[src/hw/rtl/lcdw_pkg.sv]
// Shared types and constants for the character-LCD 4-bit write sequencer.
// Used by the front classifier, the job queue and the phase sequencer.
// No dependencies.
`default_nettype none

package lcdw_pkg;

    // Request codes on the input channel
    typedef enum logic [2:0] {
        CMD_INIT   = 3'd0,
        CMD_BYTE   = 3'd1,
        CMD_DATA   = 3'd2,
        CMD_CURSOR = 3'd3,
        CMD_CLEAR  = 3'd4,
        CMD_HOME   = 3'd5,
        CMD_GLYPH  = 3'd6
    } cmd_t;

    // Controller command bytes
    localparam logic [7:0] LCD_FUNC_SET   = 8'h28;
    localparam logic [7:0] LCD_DISP_ON    = 8'h0C;
    localparam logic [7:0] LCD_CLR_DISP   = 8'h01;
    localparam logic [7:0] LCD_ENTRY_MODE = 8'h06;
    localparam logic [7:0] LCD_RET_HOME   = 8'h02;
    localparam logic [1:0] LCD_CGRAM_TOP  = 2'b01;
    localparam logic       LCD_DDRAM_TOP  = 1'b1;
    localparam logic [3:0] LCD_WAKE_NIB   = 4'h3;
    localparam logic [3:0] LCD_4BIT_NIB   = 4'h2;

    // Hold times in delay units
    localparam logic [15:0] T_STROBE     = 16'd3000;
    localparam logic [15:0] T_BYTE       = 16'd5000;
    localparam logic [15:0] T_POWER      = 16'd50000;
    localparam logic [15:0] T_INIT_SHORT = 16'd2000;
    localparam logic [15:0] W_BYTE_END   = 16'(T_STROBE + T_BYTE);
    localparam logic [15:0] W_LONG_END   = 16'(T_STROBE + T_BYTE + T_BYTE);
    localparam logic [15:0] W_SHORT_END  = 16'(T_STROBE + T_INIT_SHORT);

    // Phase counts
    localparam int INIT_PHASES = 25;
    localparam int BYTE_PHASES = 4;
    localparam int IDX_W       = $clog2(INIT_PHASES);

    // Job queue sizing
    localparam int QUEUE_DEPTH = 4;
    localparam int QPTR_W      = $clog2(QUEUE_DEPTH);
    localparam int QCNT_W      = $clog2(QUEUE_DEPTH + 1);

    // One classified request
    typedef struct packed {
        logic       is_init;
        logic       rs;
        logic [7:0] data;
        logic       long_tail;
    } job_t;

    // One pin phase
    typedef struct packed {
        logic        rs;
        logic        en;
        logic [3:0]  nibble;
        logic [15:0] wait_units;
        logic        last;
    } phase_t;

    // Sequencer states
    typedef enum logic {
        ST_IDLE = 1'b0,
        ST_RUN  = 1'b1
    } seq_state_t;

endpackage

`default_nettype wire

[src/hw/rtl/lcdw_front.sv]
// Front end: takes requests and classifies them into byte or init jobs.
// Depends on lcdw_pkg.
`default_nettype none

module lcdw_front (
    input  wire logic          s_valid,
    output logic               s_ready,
    input  wire logic [2:0]    s_command,
    input  wire logic [7:0]    s_value,
    input  wire logic [5:0]    s_column,
    input  wire logic          s_row,
    input  wire logic [2:0]    s_slot,
    input  wire logic          q_full,
    output logic               q_push,
    output lcdw_pkg::job_t     q_job
);

    logic known;

    // Accept while the queue has room
    assign s_ready = ~q_full;

    // Build the job for each request code; drop the unused code
    always_comb begin
        known           = 1'b1;
        q_job.is_init   = 1'b0;
        q_job.rs        = 1'b0;
        q_job.data      = s_value;
        q_job.long_tail = 1'b0;
        case (s_command)
            lcdw_pkg::CMD_INIT: begin
                q_job.is_init = 1'b1;
            end
            lcdw_pkg::CMD_BYTE: begin
                q_job.data = s_value;
            end
            lcdw_pkg::CMD_DATA: begin
                q_job.rs = 1'b1;
            end
            lcdw_pkg::CMD_CURSOR: begin
                // row base is 0x00 or 0x40 and column < 64, so the sum is a concat
                q_job.data = {lcdw_pkg::LCD_DDRAM_TOP, s_row, s_column};
            end
            lcdw_pkg::CMD_CLEAR: begin
                q_job.data      = lcdw_pkg::LCD_CLR_DISP;
                q_job.long_tail = 1'b1;
            end
            lcdw_pkg::CMD_HOME: begin
                q_job.data      = lcdw_pkg::LCD_RET_HOME;
                q_job.long_tail = 1'b1;
            end
            lcdw_pkg::CMD_GLYPH: begin
                q_job.data = {lcdw_pkg::LCD_CGRAM_TOP, s_slot, 3'b000};
            end
            default: begin
                known = 1'b0;
            end
        endcase
    end

    assign q_push = s_valid & s_ready & known;

endmodule

`default_nettype wire

[src/hw/rtl/lcdw_queue.sv]
// Short job queue between the front end and the phase sequencer.
// Depends on lcdw_pkg.
`default_nettype none

module lcdw_queue (
    input  wire logic            aclk,
    input  wire logic            aresetn,
    input  wire logic            push,
    input  wire lcdw_pkg::job_t  push_job,
    input  wire logic            pop,
    output lcdw_pkg::job_t       head_job,
    output logic                 head_valid,
    output logic                 full
);

    lcdw_pkg::job_t                 entry_reg [lcdw_pkg::QUEUE_DEPTH];
    logic [lcdw_pkg::QPTR_W-1:0]    wr_ptr_reg, wr_ptr_next;
    logic [lcdw_pkg::QPTR_W-1:0]    rd_ptr_reg, rd_ptr_next;
    logic [lcdw_pkg::QCNT_W-1:0]    count_reg, count_next;

    localparam logic [lcdw_pkg::QPTR_W-1:0] PTR_LAST =
        lcdw_pkg::QPTR_W'(lcdw_pkg::QUEUE_DEPTH - 1);
    localparam logic [lcdw_pkg::QCNT_W-1:0] CNT_FULL =
        lcdw_pkg::QCNT_W'(lcdw_pkg::QUEUE_DEPTH);

    assign head_valid = (count_reg != '0);
    assign full       = (count_reg == CNT_FULL);
    assign head_job   = entry_reg[rd_ptr_reg];

    // Advance pointers and occupancy
    always_comb begin
        wr_ptr_next = wr_ptr_reg;
        rd_ptr_next = rd_ptr_reg;
        count_next  = count_reg;
        if (push) begin
            wr_ptr_next = (wr_ptr_reg == PTR_LAST) ? '0 : wr_ptr_reg + 1'b1;
        end
        if (pop) begin
            rd_ptr_next = (rd_ptr_reg == PTR_LAST) ? '0 : rd_ptr_reg + 1'b1;
        end
        if (push && !pop) begin
            count_next = count_reg + 1'b1;
        end else if (pop && !push) begin
            count_next = count_reg - 1'b1;
        end
    end

    always_ff @(posedge aclk) begin
        if (!aresetn) begin
            wr_ptr_reg <= '0;
            rd_ptr_reg <= '0;
            count_reg  <= '0;
        end else begin
            wr_ptr_reg <= wr_ptr_next;
            rd_ptr_reg <= rd_ptr_next;
            count_reg  <= count_next;
        end
    end

    // Hold job payloads
    always_ff @(posedge aclk) begin
        if (push) begin
            entry_reg[wr_ptr_reg] <= push_job;
        end
    end

`ifndef NO_ASSERTIONS
    a_no_overflow: assert property (@(posedge aclk) disable iff (!aresetn)
        push |-> (count_reg < CNT_FULL || pop))
        else $error("job queue overflow");
    a_no_underflow: assert property (@(posedge aclk) disable iff (!aresetn)
        pop |-> head_valid)
        else $error("job queue underflow");
`endif

endmodule

`default_nettype wire

[src/hw/rtl/lcdw_back.sv]
// Back end: walks each queued job through its pin phases, one per cycle while
// the output slot is free, into an output register. Depends on lcdw_pkg.
`default_nettype none

module lcdw_back (
    input  wire logic            aclk,
    input  wire logic            aresetn,
    input  wire lcdw_pkg::job_t  q_job,
    input  wire logic            q_valid,
    output logic                 q_pop,
    output logic                 m_valid,
    input  wire logic            m_ready,
    output logic                 m_reg_select,
    output logic                 m_enable,
    output logic [3:0]           m_nibble,
    output logic [15:0]          m_wait_units,
    output logic                 m_last
);

    lcdw_pkg::seq_state_t           state_reg, state_next;
    lcdw_pkg::job_t                 job_reg, job_next;
    logic [lcdw_pkg::IDX_W-1:0]     idx_reg, idx_next;
    logic                           m_valid_reg, m_valid_next;
    lcdw_pkg::phase_t               out_reg;
    lcdw_pkg::phase_t               phase;
    logic                           out_free;
    logic                           load_out;

    // Build one phase from its fields
    function automatic lcdw_pkg::phase_t mk(input logic en, input logic [3:0] nib,
                                             input logic [15:0] w, input logic last);
        lcdw_pkg::phase_t p;
        p.rs         = 1'b0;
        p.en         = en;
        p.nibble     = nib;
        p.wait_units = w;
        p.last       = last;
        return p;
    endfunction

    // Power-up sequence, one entry per phase
    function automatic lcdw_pkg::phase_t init_phase(input logic [lcdw_pkg::IDX_W-1:0] idx);
        lcdw_pkg::phase_t p;
        p = '0;
        case (idx)
            5'd0:  p = mk(1'b0, 4'h0, lcdw_pkg::T_POWER, 1'b0);
            5'd1:  p = mk(1'b1, lcdw_pkg::LCD_WAKE_NIB, lcdw_pkg::T_STROBE, 1'b0);
            5'd2:  p = mk(1'b0, lcdw_pkg::LCD_WAKE_NIB, lcdw_pkg::W_BYTE_END, 1'b0);
            5'd3:  p = mk(1'b1, lcdw_pkg::LCD_WAKE_NIB, lcdw_pkg::T_STROBE, 1'b0);
            5'd4:  p = mk(1'b0, lcdw_pkg::LCD_WAKE_NIB, lcdw_pkg::W_SHORT_END, 1'b0);
            5'd5:  p = mk(1'b1, lcdw_pkg::LCD_WAKE_NIB, lcdw_pkg::T_STROBE, 1'b0);
            5'd6:  p = mk(1'b0, lcdw_pkg::LCD_WAKE_NIB, lcdw_pkg::W_SHORT_END, 1'b0);
            5'd7:  p = mk(1'b1, lcdw_pkg::LCD_4BIT_NIB, lcdw_pkg::T_STROBE, 1'b0);
            5'd8:  p = mk(1'b0, lcdw_pkg::LCD_4BIT_NIB, lcdw_pkg::W_SHORT_END, 1'b0);
            5'd9:  p = mk(1'b1, lcdw_pkg::LCD_FUNC_SET[7:4], lcdw_pkg::T_STROBE, 1'b0);
            5'd10: p = mk(1'b0, lcdw_pkg::LCD_FUNC_SET[7:4], lcdw_pkg::T_STROBE, 1'b0);
            5'd11: p = mk(1'b1, lcdw_pkg::LCD_FUNC_SET[3:0], lcdw_pkg::T_STROBE, 1'b0);
            5'd12: p = mk(1'b0, lcdw_pkg::LCD_FUNC_SET[3:0], lcdw_pkg::W_BYTE_END, 1'b0);
            5'd13: p = mk(1'b1, lcdw_pkg::LCD_DISP_ON[7:4], lcdw_pkg::T_STROBE, 1'b0);
            5'd14: p = mk(1'b0, lcdw_pkg::LCD_DISP_ON[7:4], lcdw_pkg::T_STROBE, 1'b0);
            5'd15: p = mk(1'b1, lcdw_pkg::LCD_DISP_ON[3:0], lcdw_pkg::T_STROBE, 1'b0);
            5'd16: p = mk(1'b0, lcdw_pkg::LCD_DISP_ON[3:0], lcdw_pkg::W_BYTE_END, 1'b0);
            5'd17: p = mk(1'b1, lcdw_pkg::LCD_CLR_DISP[7:4], lcdw_pkg::T_STROBE, 1'b0);
            5'd18: p = mk(1'b0, lcdw_pkg::LCD_CLR_DISP[7:4], lcdw_pkg::T_STROBE, 1'b0);
            5'd19: p = mk(1'b1, lcdw_pkg::LCD_CLR_DISP[3:0], lcdw_pkg::T_STROBE, 1'b0);
            5'd20: p = mk(1'b0, lcdw_pkg::LCD_CLR_DISP[3:0], lcdw_pkg::W_LONG_END, 1'b0);
            5'd21: p = mk(1'b1, lcdw_pkg::LCD_ENTRY_MODE[7:4], lcdw_pkg::T_STROBE, 1'b0);
            5'd22: p = mk(1'b0, lcdw_pkg::LCD_ENTRY_MODE[7:4], lcdw_pkg::T_STROBE, 1'b0);
            5'd23: p = mk(1'b1, lcdw_pkg::LCD_ENTRY_MODE[3:0], lcdw_pkg::T_STROBE, 1'b0);
            5'd24: p = mk(1'b0, lcdw_pkg::LCD_ENTRY_MODE[3:0], lcdw_pkg::W_BYTE_END, 1'b1);
            default: p = '0;
        endcase
        return p;
    endfunction

    // Select phase: init table, else high nibble strobe, release, low strobe, release
    always_comb begin
        if (job_reg.is_init) begin
            phase = init_phase(idx_reg);
        end else begin
            phase.rs     = job_reg.rs;
            phase.en     = ~idx_reg[0];
            phase.nibble = idx_reg[1] ? job_reg.data[3:0] : job_reg.data[7:4];
            phase.last   = (idx_reg == lcdw_pkg::IDX_W'(lcdw_pkg::BYTE_PHASES - 1));
            if (phase.last) begin
                phase.wait_units = job_reg.long_tail ? lcdw_pkg::W_LONG_END
                                                     : lcdw_pkg::W_BYTE_END;
            end else begin
                phase.wait_units = lcdw_pkg::T_STROBE;
            end
        end
    end

    assign out_free = ~m_valid_reg | m_ready;

    // Next state: emit a phase whenever the output slot frees, chain jobs without a gap
    always_comb begin
        state_next   = state_reg;
        job_next     = job_reg;
        idx_next     = idx_reg;
        q_pop        = 1'b0;
        load_out     = 1'b0;
        m_valid_next = m_valid_reg & ~m_ready;
        case (state_reg)
            lcdw_pkg::ST_IDLE: begin
                if (q_valid) begin
                    q_pop      = 1'b1;
                    job_next   = q_job;
                    idx_next   = '0;
                    state_next = lcdw_pkg::ST_RUN;
                end
            end
            lcdw_pkg::ST_RUN: begin
                if (out_free) begin
                    load_out     = 1'b1;
                    m_valid_next = 1'b1;
                    if (phase.last) begin
                        if (q_valid) begin
                            q_pop    = 1'b1;
                            job_next = q_job;
                            idx_next = '0;
                        end else begin
                            state_next = lcdw_pkg::ST_IDLE;
                        end
                    end else begin
                        idx_next = idx_reg + 1'b1;
                    end
                end
            end
            default: begin
                state_next = lcdw_pkg::ST_IDLE;
            end
        endcase
    end

    always_ff @(posedge aclk) begin
        if (!aresetn) begin
            state_reg   <= lcdw_pkg::ST_IDLE;
            idx_reg     <= '0;
            m_valid_reg <= 1'b0;
        end else begin
            state_reg   <= state_next;
            idx_reg     <= idx_next;
            m_valid_reg <= m_valid_next;
        end
    end

    // Hold job and output payload
    always_ff @(posedge aclk) begin
        job_reg <= job_next;
        if (load_out) begin
            out_reg <= phase;
        end
    end

    assign m_valid      = m_valid_reg;
    assign m_reg_select = out_reg.rs;
    assign m_enable     = out_reg.en;
    assign m_nibble     = out_reg.nibble;
    assign m_wait_units = out_reg.wait_units;
    assign m_last       = out_reg.last;

`ifndef NO_ASSERTIONS
    a_byte_idx: assert property (@(posedge aclk) disable iff (!aresetn)
        (state_reg == lcdw_pkg::ST_RUN && !job_reg.is_init)
            |-> (idx_reg < lcdw_pkg::IDX_W'(lcdw_pkg::BYTE_PHASES)))
        else $error("byte phase index out of range");
    a_init_idx: assert property (@(posedge aclk) disable iff (!aresetn)
        (state_reg == lcdw_pkg::ST_RUN && job_reg.is_init)
            |-> (idx_reg < lcdw_pkg::IDX_W'(lcdw_pkg::INIT_PHASES)))
        else $error("init phase index out of range");
    a_strobe_wait: assert property (@(posedge aclk) disable iff (!aresetn)
        (m_valid_reg && out_reg.en) |-> (out_reg.wait_units == lcdw_pkg::T_STROBE))
        else $error("enable-high phase with wrong hold time");
    a_pop_idle: assert property (@(posedge aclk) disable iff (!aresetn)
        (q_pop && state_reg == lcdw_pkg::ST_RUN) |-> (phase.last && out_free))
        else $error("job taken before the current one finished");
`endif

endmodule

`default_nettype wire

[src/hw/rtl/char_lcd_4bit_write_sequencer.sv]
// Character-LCD 4-bit write sequencer, top level.
// Instantiates lcdw_front, lcdw_queue and lcdw_back; depends on lcdw_pkg.
//
// Input channel (s_*): one request per item: init, command byte, data byte,
// set cursor, clear, home or glyph slot. Code 7 is taken and ignored.
// Output channel (m_*): one pin phase per item (RS, EN, D4..D7 nibble and
// hold time in delay units); m_last marks the final phase of a request.
// A byte request yields 4 phases, init yields 25.
// A taken request passes through the queue entry, the job register and the
// output register before its first phase is valid. Throughput is one phase per
// cycle while the receiver is ready; consecutive requests follow with no gap
// when the next job is already queued, paced by the phase sequencer.
// A 4-entry job queue sits between the front end and the sequencer; s_ready
// drops only when it is full. When the receiver stalls, the output register
// holds its phase and the sequencer pauses; the front keeps taking requests
// until the queue fills.
// Reset (aresetn low, synchronous) empties the queue and idles the sequencer.
`default_nettype none

module char_lcd_4bit_write_sequencer (
    input  wire logic         aclk,
    input  wire logic         aresetn,
    input  wire logic         s_valid,
    output logic              s_ready,
    input  wire logic [2:0]   s_command,
    input  wire logic [7:0]   s_value,
    input  wire logic [5:0]   s_column,
    input  wire logic         s_row,
    input  wire logic [2:0]   s_slot,
    output logic              m_valid,
    input  wire logic         m_ready,
    output logic              m_reg_select,
    output logic              m_enable,
    output logic [3:0]        m_nibble,
    output logic [15:0]       m_wait_units,
    output logic              m_last
);

    lcdw_pkg::job_t push_job;
    lcdw_pkg::job_t head_job;
    logic           push;
    logic           pop;
    logic           head_valid;
    logic           q_full;

    // Classify requests
    lcdw_front u_front (
        .s_valid   (s_valid),
        .s_ready   (s_ready),
        .s_command (s_command),
        .s_value   (s_value),
        .s_column  (s_column),
        .s_row     (s_row),
        .s_slot    (s_slot),
        .q_full    (q_full),
        .q_push    (push),
        .q_job     (push_job)
    );

    // Buffer jobs
    lcdw_queue u_queue (
        .aclk       (aclk),
        .aresetn    (aresetn),
        .push       (push),
        .push_job   (push_job),
        .pop        (pop),
        .head_job   (head_job),
        .head_valid (head_valid),
        .full       (q_full)
    );

    // Sequence pin phases
    lcdw_back u_back (
        .aclk         (aclk),
        .aresetn      (aresetn),
        .q_job        (head_job),
        .q_valid      (head_valid),
        .q_pop        (pop),
        .m_valid      (m_valid),
        .m_ready      (m_ready),
        .m_reg_select (m_reg_select),
        .m_enable     (m_enable),
        .m_nibble     (m_nibble),
        .m_wait_units (m_wait_units),
        .m_last       (m_last)
    );

endmodule

`default_nettype wire

[config.mk]
export PLATFORM = sky130hd
export DESIGN_NAME = char_lcd_4bit_write_sequencer
export DESIGN_NICKNAME = d
export VERILOG_FILES = /design/src/hw/rtl/lcdw_pkg.sv /design/src/hw/rtl/lcdw_front.sv /design/src/hw/rtl/lcdw_queue.sv /design/src/hw/rtl/lcdw_back.sv /design/src/hw/rtl/char_lcd_4bit_write_sequencer.sv
export SDC_FILE = /design/constraint.sdc
export NUM_CORES = 1
export LEC_CHECK = 0
export BUFFER_PORTS_ARGS = -buffer_cell sky130_fd_sc_hd__buf_2
export CAP_MARGIN = 10
export CELL_PAD_IN_SITES_DETAIL_PLACEMENT = 0
export CELL_PAD_IN_SITES_GLOBAL_PLACEMENT = 2
export CORE_ASPECT_RATIO = 0.8
export CORE_MARGIN = 10
export CORE_UTILIZATION = 36
export CTS_CLUSTER_DIAMETER = 200
export CTS_CLUSTER_SIZE = 40
export DETAILED_ROUTE_END_ITERATION = 8
export PLACE_DENSITY_LB_ADDON = 0.05
export SETUP_SLACK_MARGIN = 0.3
export SYNTH_ARGS = -nofsm -noshare
export SYNTH_HDL_FRONTEND = slang
export SYNTH_SLANG_ARGS = --single-unit
export TNS_END_PERCENT = 30
[constraint.sdc]
create_clock -name aclk -period 3.15 [get_ports aclk]
set_input_delay 0.63 -clock aclk [delete_from_list [all_inputs] [get_ports aclk]]
set_output_delay 0.63 -clock aclk [all_outputs]
set_load 0.005 [all_outputs]
-- Yosys cells after proc, flatten, opt, wreduce, memory -nomap -nowiden
Memories as Yosys holds them, arrays and structs flattened. A register that Yosys moved wholly into a read port is not among the register bits.
Index checks and enable logic that the tools add are counted.
- register bits after elaboration: 48
- latch bits: 0
- bits in writable memories: 44
- ROM bits: 608
- input port bits: 25
- output and inout bits: 25
- memories: 2
- add/subtract/negate cells: 5
- multiply operators: 0
- div/mod/pow operators: 0
- $lt $le $gt $ge: 0
- eq/ne operators: 12
- shift-type cells: 0
- mux-type cells: 38
- bitwise logic cells: 9
- reductions and logical operators: 10
- memory list (memory ; words ; width ; rd ports ; clocked after Yosys merged registers in ; wr ports ; RTL line ; text):
    (name not given) ; 32 ; 19 ; 1 ; 1 ; 0 ; lcdw_back.sv:45 ; case (idx)
    u_queue.entry_reg ; 4 ; 11 ; 1 ; 1 ; 1 ; lcdw_queue.sv:16 ; lcdw_pkg::job_t entry_reg [lcdw_pkg::QUEUE_DEPTH];
- operators with widths (operator ; count):
    11-bit two-way mux ; 3
    8-bit one-hot mux with 4 select lines ; 1
    5-bit two-way mux ; 5
    23-bit two-way mux ; 1
    11-bit one-hot mux with 2 select lines ; 1
    16-bit two-way mux ; 1
    1-bit two-way mux ; 15
    14-bit two-way mux ; 1
    3-bit == test (second input constant) ; 4
    5-bit one-hot mux with 2 select lines ; 1
    2-bit two-way mux ; 4
    7-bit OR reduction ; 1
    3-bit by 2-bit == test with 1-bit output (second input constant) ; 2
    3-bit two-way mux ; 2
    5-bit by 1-bit adder with 5-bit output (second input constant) ; 1
    5-bit by 2-bit == test with 1-bit output (second input constant) ; 1
    1-bit NOT ; 5
    2-bit by 1-bit adder with 2-bit output (second input constant) ; 2
    2-bit == test (second input constant) ; 2
    4-bit two-way mux ; 1
    2-bit inequality test (second input constant) ; 2
    1-bit one-hot mux with 2 select lines ; 2
    3-bit by 1-bit adder with 3-bit output (second input constant) ; 1
    1-bit bitwise AND ; 3
    10 further kinds ; 12

-- Logic depth before layout (Yosys ltp)
Gate-level depths: netlist (run 1).
- word-level depth: 9
- depth in mapped cells: 12

-- By module
A second synthesis (run 1) with hierarchy kept.
- cell total of the unflattened synthesis: 381
- area total of the unflattened synthesis: 4783.3 um2
- by module, submodules not included (module ; times used ; cells each ; area each (um2) ; sequential area each (um2)):
    lcdw_back ; 1 ; 233 ; 2434.8 ; 1351.3
    lcdw_queue ; 1 ; 101 ; 2048.2 ; 1501.4
    lcdw_front ; 1 ; 47 ; 300.3 ; 0.0

-- Worst setup path before layout (run 1)
OpenSTA, ideal clock, no wires.
- kind: in2reg
- from: input port m_ready
- to: register (tool-made name)
- arrival time: 2.942 ns
- data required time: 3.062 ns
- path slack: 0.120 ns
- stages on the path: 12
- buffers on the path: 1
- cell sequence: nor2b_1 -> clkbuf_2 -> o21ai_0 -> o21ai_2 -> inv_1 -> a211oi_1 -> inv_1 -> ha_1 -> inv_1 -> nor2_1 -> o211a_1 -> a311oi_2
- RTL lines (item ; RTL line ; text):
    start, declared ; char_lcd_4bit_write_sequencer.sv:31 ; input wire logic m_ready,

==> flow_results.xml, run 1 <==
<?xml version="1.0" encoding="UTF-8"?>
<metrics>
  <group name="timing">
    <metric name="min_period_over_period" unit="">0.842</metric>
    <metric name="final.setup.tns" unit="ns">0</metric>
    <metric name="post-route-worst-setup-slack" unit="ns">0.497</metric>
    <metric name="max_slew.worst_pin.slew" unit="ns">0.793</metric>
    <metric name="maxSlewViolCount" unit="">0</metric>
    <metric name="fin_worst_skew" unit="ns">0.0165</metric>
    <metric name="hold_violations" unit="">0</metric>
    <metric name="worst_slew_margin_relative_to_its_limit" unit="">0.471</metric>
    <metric name="setup_repair_after_global_routing_missed_its_margin" unit="">no</metric>
    <metric name="final_setup_violation_count" unit="">0</metric>
    <metric name="period_needed" unit="ns">2.65</metric>
    <metric name="max_clock_freq" unit="GHz">0.377</metric>
  </group>
  <group name="worst_setup_path">
    <metric name="critPathLaunchType" unit="">register</metric>
    <metric name="cp_cell_sequence" unit="">ha_1 &gt; nor2b_1 &gt; a21boi_2 &gt; inv_2 &gt; o21ai_0 &gt; a32o_1 &gt; nand2_1 &gt; ha_1 &gt; inv_1 &gt; nor2_1 &gt; o211a_1 &gt; a311oi_2</metric>
    <metric name="cp_data_required_time" unit="ns">3.42</metric>
    <metric name="critPathTopFamily" unit="">compound AO/OA/AOI/OAI gates</metric>
    <metric name="critical_path.n_buffers_inverters" unit="">2</metric>
    <metric name="crit_type" unit="">reg -&gt; reg</metric>
    <metric name="worst_path_max_delay_cell" unit="">sky130_fd_sc_hd__dfxtp_1</metric>
    <metric name="critical_path.max_stage_delay" unit="ns">0.32</metric>
    <metric name="crit_arrival" unit="ns">2.92</metric>
    <metric name="cp_max_fo" unit="">6</metric>
    <metric name="critical_path.endpoint_type" unit="">register</metric>
    <metric name="critical_path.most_common_cell" unit="">sky130_fd_sc_hd__ha_1</metric>
  </group>
  <group name="layout">
    <metric name="area_occupied_by_multi_input_gates" unit="um2">1710</metric>
    <metric name="signed_area_change_from_the_synthesized_netlist_to_the_final_layout" unit="%">17.0</metric>
    <metric name="final_core_util" unit="">0.430</metric>
    <metric name="post_route_cells_drive_above_1_share" unit="">0.267</metric>
    <metric name="n_fill_cell" unit="">1225</metric>
    <metric name="layout.nets" unit="">473</metric>
    <metric name="antenna_cells_inserted" unit="">0</metric>
    <metric name="ff_latch_area" unit="um2">2850</metric>
  </group>
  <group name="synthesis">
    <metric name="post-synth-top-count-cell" unit="">sky130_fd_sc_hd__edfxtp_1</metric>
    <metric name="synth_area_leaders" unit="">sky130_fd_sc_hd__edfxtp_1 (46%), sky130_fd_sc_hd__dfxtp_1 (14%), sky130_fd_sc_hd__mux4_2 (5.2%), sky130_fd_sc_hd__ha_1 (3.4%), sky130_fd_sc_hd__nand2_1 (3.3%)</metric>
    <metric name="synth_top_area_frac" unit="">0.463</metric>
    <metric name="ys_warn_count" unit="">0</metric>
    <metric name="synth.top_cells.by_count" unit="">sky130_fd_sc_hd__edfxtp_1 (73), sky130_fd_sc_hd__nand2_1 (41), sky130_fd_sc_hd__dfxtp_1 (33)</metric>
    <metric name="mapped_area" unit="um2">4730</metric>
    <metric name="synthCells" unit="">376</metric>
    <metric name="ys_types" unit="">60</metric>
    <metric name="synth_seq_cells" unit="">106</metric>
    <metric name="synth_enable_flop_cells" unit="">73</metric>
    <metric name="postSynth.asyncResetShare" unit="">0</metric>
    <metric name="synth_ff_type" unit="">sky130_fd_sc_hd__edfxtp_1</metric>
    <metric name="cell_type_with_the_largest_total_area_after_synthesis" unit="">sky130_fd_sc_hd__edfxtp_1</metric>
    <metric name="seq_area_frac_synth" unit="">0.603</metric>
    <metric name="syn_avg_cell_area" unit="um2">12.6</metric>
  </group>
  <group name="floorplan">
    <metric name="vertical_die_dimension" unit="um">123</metric>
    <metric name="core_area" unit="um2">12900</metric>
    <metric name="die_x" unit="um">148</metric>
    <metric name="ioPinCount" unit="">50</metric>
    <metric name="initial_core_util" unit="">0.367</metric>
    <metric name="fp-row-count" unit="">37</metric>
    <metric name="die_area" unit="um2">18200</metric>
  </group>
  <group name="global_routing">
    <metric name="first_pass_grt_wire_length" unit="um">16900</metric>
    <metric name="largest_net_degree_at_the_start_of_global_routing" unit="">23</metric>
    <metric name="vias_in_the_first_global_route" unit="">3105</metric>
    <metric name="grt-ovfl-total" unit="">0</metric>
    <metric name="antenna_found_initial" unit="">0</metric>
    <metric name="track_usage" unit="">0.119</metric>
  </group>
  <group name="place">
    <metric name="place.gp.congestion" unit="">0.760</metric>
    <metric name="preCtsSetupSlack" unit="ns">0.359</metric>
    <metric name="port_buffers" unit="">46</metric>
    <metric name="place.detailed.hpwl" unit="um">7460</metric>
  </group>
  <group name="detailed_routing">
    <metric name="drt_iter0_drc" unit="">206</metric>
    <metric name="vias" unit="">3004</metric>
    <metric name="ant_nets" unit="">0</metric>
    <metric name="post-route-drc-count" unit="">0</metric>
    <metric name="drtPass1Iterations" unit="">4</metric>
    <metric name="drt_wl_total" unit="um">10200</metric>
    <metric name="wl_per_cell" unit="um">16.6</metric>
    <metric name="via_per_inst" unit="">4.89</metric>
  </group>
  <group name="min_path">
    <metric name="hold_path.class" unit="">reg -&gt; reg</metric>
  </group>
  <group name="clock_network">
    <metric name="worstSkewPairLatency" unit="ns">0.35</metric>
    <metric name="holdBufCountCts" unit="">0</metric>
    <metric name="cts_max_level" unit="">3</metric>
    <metric name="clk_pin_slew_worst_paths" unit="ns">0.08</metric>
    <metric name="buffer_count_from_post_cts_setup_fixing" unit="">0</metric>
    <metric name="clock_tree_buf_depth" unit="">2</metric>
    <metric name="cts-buffers-inserted" unit="">9</metric>
    <metric name="cts-root-buf" unit="">sky130_fd_sc_hd__clkbuf_16</metric>
    <metric name="tritoncts" unit="">built</metric>
    <metric name="cts.sinks" unit="">106</metric>
    <metric name="cts_repair_resize_count" unit="">0</metric>
  </group>
  <group name="power_and_ir_drop">
    <metric name="powerDensity" unit="nW/um2">767</metric>
    <metric name="cellLeakagePower" unit="nW">2.13</metric>
    <metric name="design_power_total" unit="W">0.00424</metric>
    <metric name="worst_ir_drop_vdd" unit="mV">0.313</metric>
  </group>
  <group name="outcome">
    <metric name="outcome" unit="">complete, no violations</metric>
  </group>
  <group name="run">
    <metric name="max_cap_violations" unit="">0</metric>
  </group>
</metrics>
power breakdown:
part,internal (W),switching (W)
logic,0.000506,0.000588
registers,0.00187,0.000185
clock network,0.000560,0.000533
cells in the final DEF, fill, tap and decap left out, drive strengths merged, types with 7 or more instances in the layout:
cell	synthesis	final
nand2	41	41
a21oi	20	20
dfxtp	33	33
ha	13	13
edfxtp	73	73
clkbuf	12	9
mux2i	12	12
mux4	11	11
nand3	9	9
buf	9	66
and2	7	7
inv	18	21
nor3	8	8
o21ai	20	20
nor2	25	25
a22o	8	8
area by class of cell:
type                       count  area share
multi-input combinational    232       0.309
tap                          175      0.0396
sequential                   106       0.516
timing repair buffer          66      0.0688
inverter                      19      0.0129
clock inverter                 7      0.0131
clock buffer                   9      0.0407
worst min-delay path: cells and delay by family (launching register included):
family	cells	cell delay, ns
compound gates	1	0.06
simple gates	1	0.05
flops	1	0.32
through the flow:
| stage | hold slack (ns) | instances | area [um2] |
|---|---|---|---|
| 5_1_grt | 0.515 | 614 | 5530 |
| 2_1_floorplan | 0.454 | 378 | 4740 |
| 6_report | 0.483 | 614 | 5530 |
| 4_1_cts | 0.487 | 611 | 5510 |
| 3_5_place_dp | 0.476 | 595 | 5210 |
| 3_3_place_gp | 0.478 | 595 | 5210 |
routing by layer:
layer | share of wire | wire length, um | global-route usage | vias to the layer above
li1 | - | - | - | 1494
met1 | 0.51 | 5190 | 0.162 | 1427
met2 | 0.42 | 4290 | 0.175 | 79
met3 | 0.062 | 633 | 0.0434 | 4
met4 | 0.0071 | 72 | 0.0334 | 0
met5 | 0 | 0 | 0 | -
kinds of logic after synthesis:
logic type      after synthesis  share of synthesized area
simple gates                108                      0.110
buf+inv                      40                     0.0378
fa+ha+maj                    14                     0.0386
other cells                   1                   0.000793
mux                          26                     0.0849
compound gates               77                      0.117
flops                       106                      0.603
xor+xnor                      4                    0.00741
path summary, 6_finish.rpt:
| path | start | to | slack (ns) | cells after the start |
|---|---|---|---|---|
| max reg2reg | u_back.idx_reg[0] | register | 0.50 | 12 |
| min reg2reg | u_queue.rd_ptr_reg[1] | u_queue.rd_ptr_reg[1] | 0.48 | 2 |
| min | u_queue.rd_ptr_reg[1] | u_queue.rd_ptr_reg[1] | 0.48 | 2 |
| max | u_back.idx_reg[0] | register | 0.50 | 12 |
Note: power is estimated with default switching activity, not from simulation.
==> run 2: changes to the inputs <==
==> constraint.sdc (replaced) <==
create_clock -name aclk -period 2.3 [get_ports aclk]
set_input_delay 0.46 -clock aclk [delete_from_list [all_inputs] [get_ports aclk]]
set_output_delay 0.46 -clock aclk [all_outputs]
set_load 0.005 [all_outputs]
==> run 2 against run 1 <==
Against the previous run: largest power group unchanged; largest cell class unchanged; cell area up 12%; critical path type unchanged; die area did not move; clock skew is 0.012 ns lower; routed wire length rose by 11%; sequential power grew 34%.
==> flow_results.xml, run 2 (synthesized netlist as in run 1, its figures left out) <==
<?xml version="1.0" encoding="UTF-8"?>
<metrics>
  <group name="power_and_ir_drop">
    <metric name="switchingPower" unit="W">0.00194</metric>
    <metric name="cellLeakagePower" unit="nW">2.44</metric>
    <metric name="powerDensity" unit="nW/um2">1000</metric>
    <metric name="power.internal" unit="W">0.00428</metric>
    <metric name="design_power_total" unit="W">0.00622</metric>
    <metric name="power_frac_comb" unit="">0.321</metric>
    <metric name="share_seq_of_total_power" unit="">0.442</metric>
    <metric name="switching_power_as_a_share_of_total_power" unit="">0.312</metric>
    <metric name="clockPowerShare" unit="">0.237</metric>
    <metric name="worst_ir_drop_vdd" unit="mV">0.448</metric>
  </group>
  <group name="floorplan">
    <metric name="core_area" unit="um2">12900</metric>
    <metric name="die_x" unit="um">148</metric>
    <metric name="die_area" unit="um2">18200</metric>
    <metric name="initial_core_util" unit="">0.367</metric>
    <metric name="vertical_die_dimension" unit="um">123</metric>
    <metric name="ioPinCount" unit="">50</metric>
    <metric name="fp-row-count" unit="">37</metric>
  </group>
  <group name="layout">
    <metric name="layout.nets" unit="">529</metric>
    <metric name="layout.cells.most_common" unit="">sky130_fd_sc_hd__edfxtp_1</metric>
    <metric name="signed_area_change_from_the_synthesized_netlist_to_the_final_layout" unit="%">31.1</metric>
    <metric name="antenna_cells_inserted" unit="">0</metric>
    <metric name="design_area" unit="um2">6200</metric>
    <metric name="most-common-layout-cells" unit="">sky130_fd_sc_hd__edfxtp_1 (73), sky130_fd_sc_hd__buf_4 (71), sky130_fd_sc_hd__buf_2 (47)</metric>
    <metric name="post_route_cells_drive_above_1_share" unit="">0.424</metric>
    <metric name="finalNonFillerCells" unit="">670</metric>
  </group>
  <group name="global_routing">
    <metric name="antenna_found_initial" unit="">0</metric>
    <metric name="gr-usage-met3" unit="">0.0335</metric>
    <metric name="globalRoute.busiestLayer" unit="">met2</metric>
    <metric name="largest_net_degree_at_the_start_of_global_routing" unit="">23</metric>
    <metric name="first_pass_grt_wire_length" unit="um">18300</metric>
    <metric name="groute.layer.met1.usage" unit="">0.171</metric>
    <metric name="track_usage" unit="">0.128</metric>
    <metric name="global_route.usage.met2" unit="">0.206</metric>
    <metric name="vias_in_the_first_global_route" unit="">3415</metric>
    <metric name="grt-ovfl-total" unit="">0</metric>
  </group>
  <group name="place">
    <metric name="port_buffers" unit="">46</metric>
    <metric name="place_inst" unit="">645</metric>
    <metric name="place.gp.congestion" unit="">0.805</metric>
    <metric name="place.detailed.hpwl" unit="um">8280</metric>
    <metric name="detailed_place.area" unit="um2">5660</metric>
  </group>
  <group name="min_path">
    <metric name="beginning_of_the_worst_hold_path" unit="">u_queue.rd_ptr_reg[1]</metric>
    <metric name="hold_path.class" unit="">reg -&gt; reg</metric>
  </group>
  <group name="timing">
    <metric name="final_setup_violation_count" unit="">0</metric>
    <metric name="max_slew.worst_pin.slew" unit="ns">0.573</metric>
    <metric name="setup_repair_after_global_routing_missed_its_margin" unit="">yes</metric>
    <metric name="fin_worst_skew" unit="ns">0.00468</metric>
    <metric name="worst_slew_margin_relative_to_its_limit" unit="">0.617</metric>
    <metric name="final.hold.worst_slack" unit="ns">0.491</metric>
    <metric name="max_clock_freq" unit="GHz">0.439</metric>
    <metric name="maxSlewViolCount" unit="">0</metric>
    <metric name="period_needed" unit="ns">2.28</metric>
    <metric name="min_period_over_period" unit="">0.989</metric>
    <metric name="hold_violations" unit="">0</metric>
  </group>
  <group name="detailed_routing">
    <metric name="drt_iter0_drc" unit="">115</metric>
    <metric name="vias" unit="">3239</metric>
    <metric name="drt_wl_total" unit="um">11300</metric>
    <metric name="drtPass1Iterations" unit="">4</metric>
    <metric name="ant_nets" unit="">0</metric>
    <metric name="post-route-drc-count" unit="">0</metric>
    <metric name="wl_per_cell" unit="um">16.8</metric>
    <metric name="via_per_inst" unit="">4.83</metric>
  </group>
  <group name="clock_network">
    <metric name="cts-buffers-inserted" unit="">9</metric>
    <metric name="cts.sinks" unit="">106</metric>
    <metric name="cts-root-buf" unit="">sky130_fd_sc_hd__clkbuf_16</metric>
    <metric name="cts_max_level" unit="">3</metric>
    <metric name="worstSkewPairLatency" unit="ns">0.33</metric>
    <metric name="tritoncts" unit="">built</metric>
    <metric name="clk_pin_slew_worst_paths" unit="ns">0.07</metric>
    <metric name="clock_tree_buf_depth" unit="">2</metric>
  </group>
  <group name="run">
    <metric name="max_cap_violations" unit="">0</metric>
  </group>
  <group name="worst_setup_path">
    <metric name="critPathLaunchType" unit="">register</metric>
    <metric name="critical_path.endpoint_type" unit="">register</metric>
    <metric name="cp_data_required_time" unit="ns">2.55</metric>
    <metric name="cp_max_fo" unit="">5</metric>
    <metric name="startpoint" unit="">u_back.job_reg[10]</metric>
    <metric name="cp_cell_sequence" unit="">nand2_2 &gt; a21boi_4 &gt; inv_2 &gt; o21ai_1 &gt; a32o_2 &gt; nand2_4 &gt; ha_4 &gt; inv_6 &gt; nor2_2 &gt; o211a_1 &gt; a311oi_2</metric>
    <metric name="critical_path.max_stage_delay" unit="ns">0.51</metric>
    <metric name="worst_r2r_startpoint" unit="">u_back.job_reg[10]</metric>
    <metric name="crit_arrival" unit="ns">2.53</metric>
    <metric name="worst_path_max_delay_cell" unit="">sky130_fd_sc_hd__edfxtp_1</metric>
    <metric name="crit_type" unit="">reg -&gt; reg</metric>
  </group>
  <group name="outcome">
    <metric name="outcome" unit="">complete, no violations</metric>
  </group>
</metrics>
==> run 2: changes by cell type in the layout (fill, tap and decap cells not counted), sizes merged <==
cell / previous run / this run
buf: 66 / 122
clkbuf: 9 / 10
clkinvlp: 1 / 2
inv: 21 / 20
clkinv: 4 / 3
==> run 2: path summary, 6_finish.rpt <==
check | to | cells after the start | slack, ns
hold reg to reg | register | 2 | 0.49
setup / recovery | register | 11 | 0.02
setup reg to reg | register | 11 | 0.02
hold / removal | register | 2 | 0.49
==> run 2: metal layers <==
layer  part of all wire  vias to the layer above
met2               0.47                       68
met1               0.48                     1554
met4             0.0052                        0
li1                   -                     1611
met5                  0                        -
met3              0.051                        6
==> run 2: power groups by stage <==
stage | Clock [W] | Combinational [W] | Sequential, W
after detailed placement | 0 | 0.00188 | 0.00280
after floorplan | 0 | 0.00116 | 0.00273
after CTS | 0.00152 | 0.00200 | 0.00276
after global routing | 0.00158 | 0.00223 | 0.00280
final | 0.00147 | 0.00199 | 0.00275
after global placement | 0 | 0.00188 | 0.00278
==> run 2: what timing repair did <==
action / in CTS / in global routing
pin swaps: 12 / 9
hold buffers: 0 / 0
endpoints found under the setup margin: 20 / 20
setup buffers: 8 / 0
gates cloned: 0 / 1
resized for setup: 27 / 20
==> run 2: metrics by stage <==
stage,TNS (ns),util,setup slack (ns)
floorplan,-0.0327,-,-0.0176
global placement,-0.0966,0.440,-0.0543
finish,0,0.482,0.0247
detailed placement,-0.135,0.440,-0.0854
global route,-0.318,0.482,-0.0773
CTS,0,0.476,0.0264
==> run 2: cell type report <==
type | instances | area, um2
tap | 175 | 219
sequential | 106 | 2860
timing repair buffer | 122 | 813
clock buffer | 10 | 229
multi-input combinational | 232 | 1940
inverter | 19 | 86.3
clock inverter | 6 | 60.1
fill | 1199 | 6670
==> run 2: critical path: cells and delay by family (launching register included) <==
kind	cells	cell delay, ns
flops	1	0.51
compound gates	5	1.08
buf+inv	2	0.15
simple gates	3	0.27
fa+ha+maj	1	0.19
